==> config.mk <==
export PLATFORM = sky130hd
export DESIGN_NAME = prf_queue
export DESIGN_NICKNAME = d
export VERILOG_FILES = /design/src/rtl/core/prf_pkg.sv /design/src/rtl/core/prf_queue.sv
export SDC_FILE = /design/constraint.sdc
export NUM_CORES = 1
export LEC_CHECK = 0
export BUFFER_PORTS_ARGS = -buffer_cell sky130_fd_sc_hd__buf_2
export CAP_MARGIN = 20
export CORE_MARGIN = 8
export CORE_UTILIZATION = 40
export DETAILED_ROUTE_END_ITERATION = 7
export PLACE_DENSITY = 0.51
export SLEW_MARGIN = 20
export SYNTH_ARGS = -nofsm -noshare
export SYNTH_HDL_FRONTEND = slang
export SYNTH_SLANG_ARGS = --single-unit
==> constraint.sdc <==
create_clock -name clock -period 3.2 [get_ports clock]
set_input_delay 0.48 -clock clock [delete_from_list [all_inputs] [get_ports clock]]
set_output_delay 0.48 -clock clock [all_outputs]
set_load 0.01 [all_outputs]
==> src/rtl/core/prf_pkg.sv <==
// prf_pkg: shared constants, types, command codes and states of the
// push-relabel max flow block; no dependencies
package prf_pkg;

   localparam int MAX_NODES = 32;
   localparam int CAP_BITS  = 32;

   localparam int NODE_BITS  = $clog2(MAX_NODES);
   localparam int CNT_BITS   = NODE_BITS + 1;
   localparam int ADDR_BITS  = 2 * NODE_BITS;
   localparam int MEM_DEPTH  = MAX_NODES * MAX_NODES;
   localparam int FLOW_BITS  = CAP_BITS + 2;
   localparam int ROOM_BITS  = CAP_BITS + 3;
   localparam int EXC_BITS   = CAP_BITS + NODE_BITS + 3;
   localparam int HT_BITS    = 8;
   localparam int NC_BITS    = 6;
   localparam int CMD_BITS   = 2;
   localparam int DELTA_BITS = 32;
   localparam int OUT_BITS   = 37;
   localparam int SUM_BITS   = ((CAP_BITS > DELTA_BITS) ? CAP_BITS : DELTA_BITS) + 2;

   typedef logic [NODE_BITS-1:0]        node_type;
   typedef logic [CNT_BITS-1:0]         count_type;
   typedef logic [ADDR_BITS-1:0]        addr_type;
   typedef logic [CAP_BITS-1:0]         cap_type;
   typedef logic signed [FLOW_BITS-1:0] flow_type;
   typedef logic signed [ROOM_BITS-1:0] room_type;
   typedef logic signed [EXC_BITS-1:0]  exc_type;
   typedef logic [HT_BITS-1:0]          ht_type;

   typedef enum logic [CMD_BITS-1:0] {
      CMD_ADD     = 2'd0,
      CMD_CLEAR   = 2'd1,
      CMD_COMPUTE = 2'd2
   } cmd_type;

   typedef enum logic [3:0] {
      ST_CLR, ST_IDLE, ST_ADD_WR, ST_FCLR, ST_SRC_RD, ST_SRC_EV, ST_SRC_MIR,
      ST_QCHK, ST_POP, ST_RD, ST_ROOM, ST_AMT, ST_PUSH, ST_MIR, ST_NODE_END,
      ST_DONE
   } state_type;

   // control of the active node queue
   typedef struct packed {
      logic     flush;
      logic     push;
      logic     pop;
      node_type node;
   } q_ctrl_type;

endpackage

==> src/rtl/core/prf_queue.sv <==
// prf_queue: circular queue of active nodes with head index and fill count
// depends on prf_pkg
module prf_queue (
   input  logic                clock,
   input  logic                reset,
   input  prf_pkg::q_ctrl_type ctrl,
   output prf_pkg::node_type   head,
   output prf_pkg::count_type  count
);
   import prf_pkg::*;

   node_type  slot_ff [MAX_NODES];
   node_type  head_ff;
   node_type  head_in;
   count_type count_ff;
   count_type count_in;
   logic      put_ok;
   node_type  tail;
   logic [CNT_BITS:0] tail_sum;

   assign put_ok   = ctrl.push && (int'(count_ff) < MAX_NODES);
   assign tail_sum = (CNT_BITS+1)'(head_ff) + (CNT_BITS+1)'(count_ff);
   assign tail     = (int'(tail_sum) >= MAX_NODES)
                     ? NODE_BITS'(int'(tail_sum) - MAX_NODES)
                     : NODE_BITS'(tail_sum);

   always_comb begin
      head_in  = head_ff;
      count_in = count_ff;
      if (ctrl.flush) begin
         head_in  = '0;
         count_in = '0;
      end else begin
         if (ctrl.pop) begin
            head_in = (int'(head_ff) == MAX_NODES - 1) ? '0 : head_ff + 1'b1;
         end
         count_in = count_ff + count_type'(put_ok) - count_type'(ctrl.pop);
      end
   end

   always_ff @(posedge clock) begin
      if (reset) begin
         head_ff  <= '0;
         count_ff <= '0;
      end else begin
         head_ff  <= head_in;
         count_ff <= count_in;
      end
   end

   always_ff @(posedge clock) begin
      if (put_ok && !ctrl.flush) begin
         slot_ff[tail] <= ctrl.node;
      end
   end

   assign head  = slot_ff[head_ff];
   assign count = count_ff;

endmodule

# ---- Yosys cells after proc, flatten, opt, wreduce, memory -nomap -nowiden
# Memories as Yosys holds them, arrays and structs flattened. A register that Yosys moved wholly into a read port is not among the register bits.
# Cells that the tools add are included.
# Widths: inputs -> output; s select.
dict set report word_totals {
  ff_bits 11
  ramBits 160
  output_inout_bits 11
  elab_cells 21
  n_memories 1
}
dict set report op_classes {
  n_addsub 5
  n_lt_le_gt_ge 2
  eq_ne 1
  n_mux 6
  n_reduce_logical 4
}
# name words width rd rd_clocked_by_memory_dff wr line_no
set memory_table {}
lappend memory_table {slot_ff 32 5 1 1 1 prf_queue.sv:12} ;# node_type slot_ff [MAX_NODES];
# operator n
set op_table {}
lappend op_table {{$mux 5} 4}
lappend op_table {{$add 5x6->7} 1}
lappend op_table {{$ge 7x6->1 const B} 1}
lappend op_table {{$add 6x1->6} 1}
lappend op_table {{$lt 6x6->1 const B} 1}
lappend op_table {{$sub 6x1->6} 1}
lappend op_table {{$add 5x1->5 const B} 1}
lappend op_table {{$eq 5x1->1 const B} 1}
lappend op_table {{$sub 5x1->5 const B} 1}
lappend op_table {{$logic_and 1x1->1} 2}
lappend op_table {{$mux 1} 2}
lappend op_table {{$reduce_or 2->1} 1}
lappend op_table {{$logic_not 1->1} 1}

# ---- Longest topological paths before layout
dict set report logic_depth {
  depth_word 5
  depth_mapped 10
  mapped_depth_nobuf 10
}

# ---- Worst setup path after synthesis
# OpenSTA, ideal clock, no wires.
dict set report synth_timing {
  path_type {register to register}
  startpoint {reg count_ff[0], in the netlist count[0]}
  endpoint {mem slot_ff[10][0] (netlist bit) (enable)}
  setup_time_ns 0.381
  arrival_ns 2.436
  required_ns 2.819
  setup_slack_ns 0.383
  path_stages_with_launch 8
  n_path_buf 1
  synth_period_minus_slack_ns 2.817
  path_cell_list {dfxtp_1 -> ha_1 -> fa_1 -> a21o_1 -> a21o_2 -> xnor2_2 -> buf_2 -> nor4_1}
}
dict set report synth_via {
  elab_chain_len 5
  word_cells_on_any_way 9
  classes_between {2 x add/sub; 2 x order compare; 3 x mux; 2 x reduce/logical}
}
# item line_no
set synth_lines {}
lappend synth_lines {{start: declaration} prf_queue.sv:15} ;# count_type count_ff;
lappend synth_lines {{start signal: assignment} prf_queue.sv:47} ;# count_ff <= count_in;
lappend synth_lines {{parallel branches: the longest is 5 deep, another holds $add 5x6->7} -}
lappend synth_lines {{end: declaration} prf_queue.sv:12}
# Parallel ways; which one is timed is not known.

==> metrics <==
status=finished clean; Worst setup EP type=primary output; CP Class=register to primary output; crit path time final=2970 ps; Avg WL per Cell=21.5 um; Net Switching=1.08 mW; Post-synth top cells=edfxtp_1, mux2i_1, nor3_1; DRT iter0 DRCs=331; detailed-route DRC error count=0; HP Class=input pin to register; Hold-fix buffers, CTS=0; Async S/R FF share, synth=0%; post-route clock period utilization=92.9%; ys flop type=edfxtp_1; ANT nets after route=0; max frequency=337 MHz; Yosys top cell by area=edfxtp_1; core area=0.0180 mm^2; die area=0.0231 mm^2; vias in the first global route=4104; routed wire length=15900 um; Worst-path clk slew=60 ps; post-synthesis sequential area ratio=69.4%; Slew @ Worst Pin=952 ps; crit start category=register; routed via count=4021; max_cap viols=0; DIE HEIGHT=152 um; gr ovfl total=0; IO Pins=21; Global Route Usage Sum=13.7%; Skew-Pair Late Insertion Delay=410 ps; Post-DP HPWL=10800 um; worst clock skew=6.19 ps; top-count cell post-synth=edfxtp_1; post-route setup slack=228 ps; Leakage=2.82 nW; delay-heaviest family, CP=compound AO/OA/AOI/OAI gates; slowest stage delay, CP=550 ps; nets=522; total power=4.89 mW; Critical Path RT=2720 ps; post_cts resized=0; Initial Util=41.0%; post-CTS setup buffers=0; Peak supply drop=0.366 mV; TritonRoute pass-1 iters=4; Layout area overhead=14.8%; Final GP Congestion=0.769; Num CTS Buffers=17; hold slack=419 ps; Critical-path top delay cell=mux4_1; Seq pwr share=52.5%; htree depth=4; Core Rows=49; Buf/Inv on CP=2; ratio of cells with drive above 1 in the final layout=20.6%; clk buf depth=2; Yosys top cell area share=65.0%; Seq cells post-synth=176; CP max FO=6; RSZ-0062 raised after global routing=no; library cells used by synthesis=48; switching share of total power=22.1%; synth warn=0; Root Buffer=clkbuf_16; Int Power=3.81 mW; number of flops mapped to enable cells by yosys=160; Critical Path AT=2490 ps; Logic pwr share=7.6%; CP Cell Sequence=buf_4 > mux4_1 > a22o_1 > a221oi_1 > nand3_1 > buf_2; dpl ws=315 ps; IO Port Bufs=20; Syn Area/Cell=16.7 um^2; Cell Area, Synth=0.00739 mm^2; Diodes inserted=0; ranking of synthesized cells by area=edfxtp_1, mux2i_1, dfxtp_1; Pins Over Slew Limit=0; Hold Fails Final Rpt=0; Post-Syn Instances=442; Fin Setup TNS=0 ps; die extent in x=152 um; antenna violations before repair=0; vias per cell=5.44; clock group share of total power=39.9%; Filler cells=1590; first-pass GRT wire length=24100 um; pin count of the biggest net entering global routing=36; Pwr Density=576 mW/mm^2; # setup viols final=0; Post-Syn Nets=466; Max-Slew Margin vs Limit=36.0%; total clock sinks=176; CTS tree=yes
==> layout by cell type (no fill, tap or decap), drive strengths merged, types with 4 or more instances in the layout <==
master / count
clkinvlp: 4
mux2i: 44
nor3: 19
a22o: 5
edfxtp: 160
nor2: 17
a21oi: 13
nand2: 13
a22oi: 11
xnor2: 5
dfxtp: 16
clkbuf: 19
ha: 12
mux4: 20
clkinv: 6
o21ai: 4
nor2b: 4
a21o: 4
buf: 55
inv: 10
nand3: 17
a221oi: 5
nor4: 17
xor2: 4
==> power by group through the flow <==
stage | Clock (mW) | Sequential, mW | Combinational (mW)
6_report | 1.95 | 2.57 | 0.370
3_5_place_dp | 0 | 2.62 | 0.369
4_1_cts | 1.99 | 2.57 | 0.371
5_1_grt | 2.08 | 2.57 | 0.409
3_3_place_gp | 0 | 2.62 | 0.363
2_1_floorplan | 0 | 2.62 | 0.223
==> through the flow <==
step | utilization, % | std cells | instance area (um^2)
4_1_cts | 47.0 | 739 | 8480
5_1_grt | 47.1 | 739 | 8480
3_3_place_gp | 44.0 | 708 | 7930
2_1_floorplan | - | 442 | 7390
3_5_place_dp | 44.0 | 708 | 7930
6_report | 47.1 | 739 | 8480
==> worst min-delay path, delay by kind of cell <==
family,cells,cell delay (ps)
buf+inv,1,80
simple gates,2,220
==> cells by family after synthesis <==
kind of cell | after synthesis | share of synthesized area, %
AO/OA/AOI/OAI | 45 | 4.37
buffers and inverters | 28 | 2.22
multiplexers | 65 | 12.7
AND/OR/NAND/NOR | 105 | 7.43
flip-flops | 176 | 69.4
adder cells (fa/ha/maj) | 14 | 2.57
XOR/XNOR | 9 | 1.37
==> flip-flops by register name, summed over array words and instances, names as in the netlist, named ones only <==
signal / count
count: 6
slot_ff: 160
head_ff: 5
==> worst paths after layout <==
kind	start	endpoint	slack [ps]	depth (start not counted)
hold / removal	reset	count[0]	420	3
setup reg to reg	count[0]	slot_ff[26][0]	320	7
setup / recovery	register	head[1]	230	6
hold reg to reg	head_ff[2]	register	620	2
==> layout make-up <==
class                      count  area [um^2]  area share [%]
sequential                   176         5130            60.4
clock inverter                12          120            1.42
timing repair buffer          55          375            4.42
inverter                      10         37.5           0.442
multi-input combinational    238         2110            24.8
tap                          229          287            3.38
clock buffer                  19          433            5.10
==> per-layer routing <==
| layer | vias up | GRT usage [%] | part of all wire, % |
|---|---|---|---|
| li1 | 1880 | - | - |
| met1 | 2064 | 18.0 | 48 |
| met2 | 67 | 22.2 | 48 |
| met3 | 10 | 3.05 | 3.2 |
| met4 | 0 | 3.68 | 0.87 |
| met5 | - | 0 | 0 |
Power figures use the tool's default switching activity.
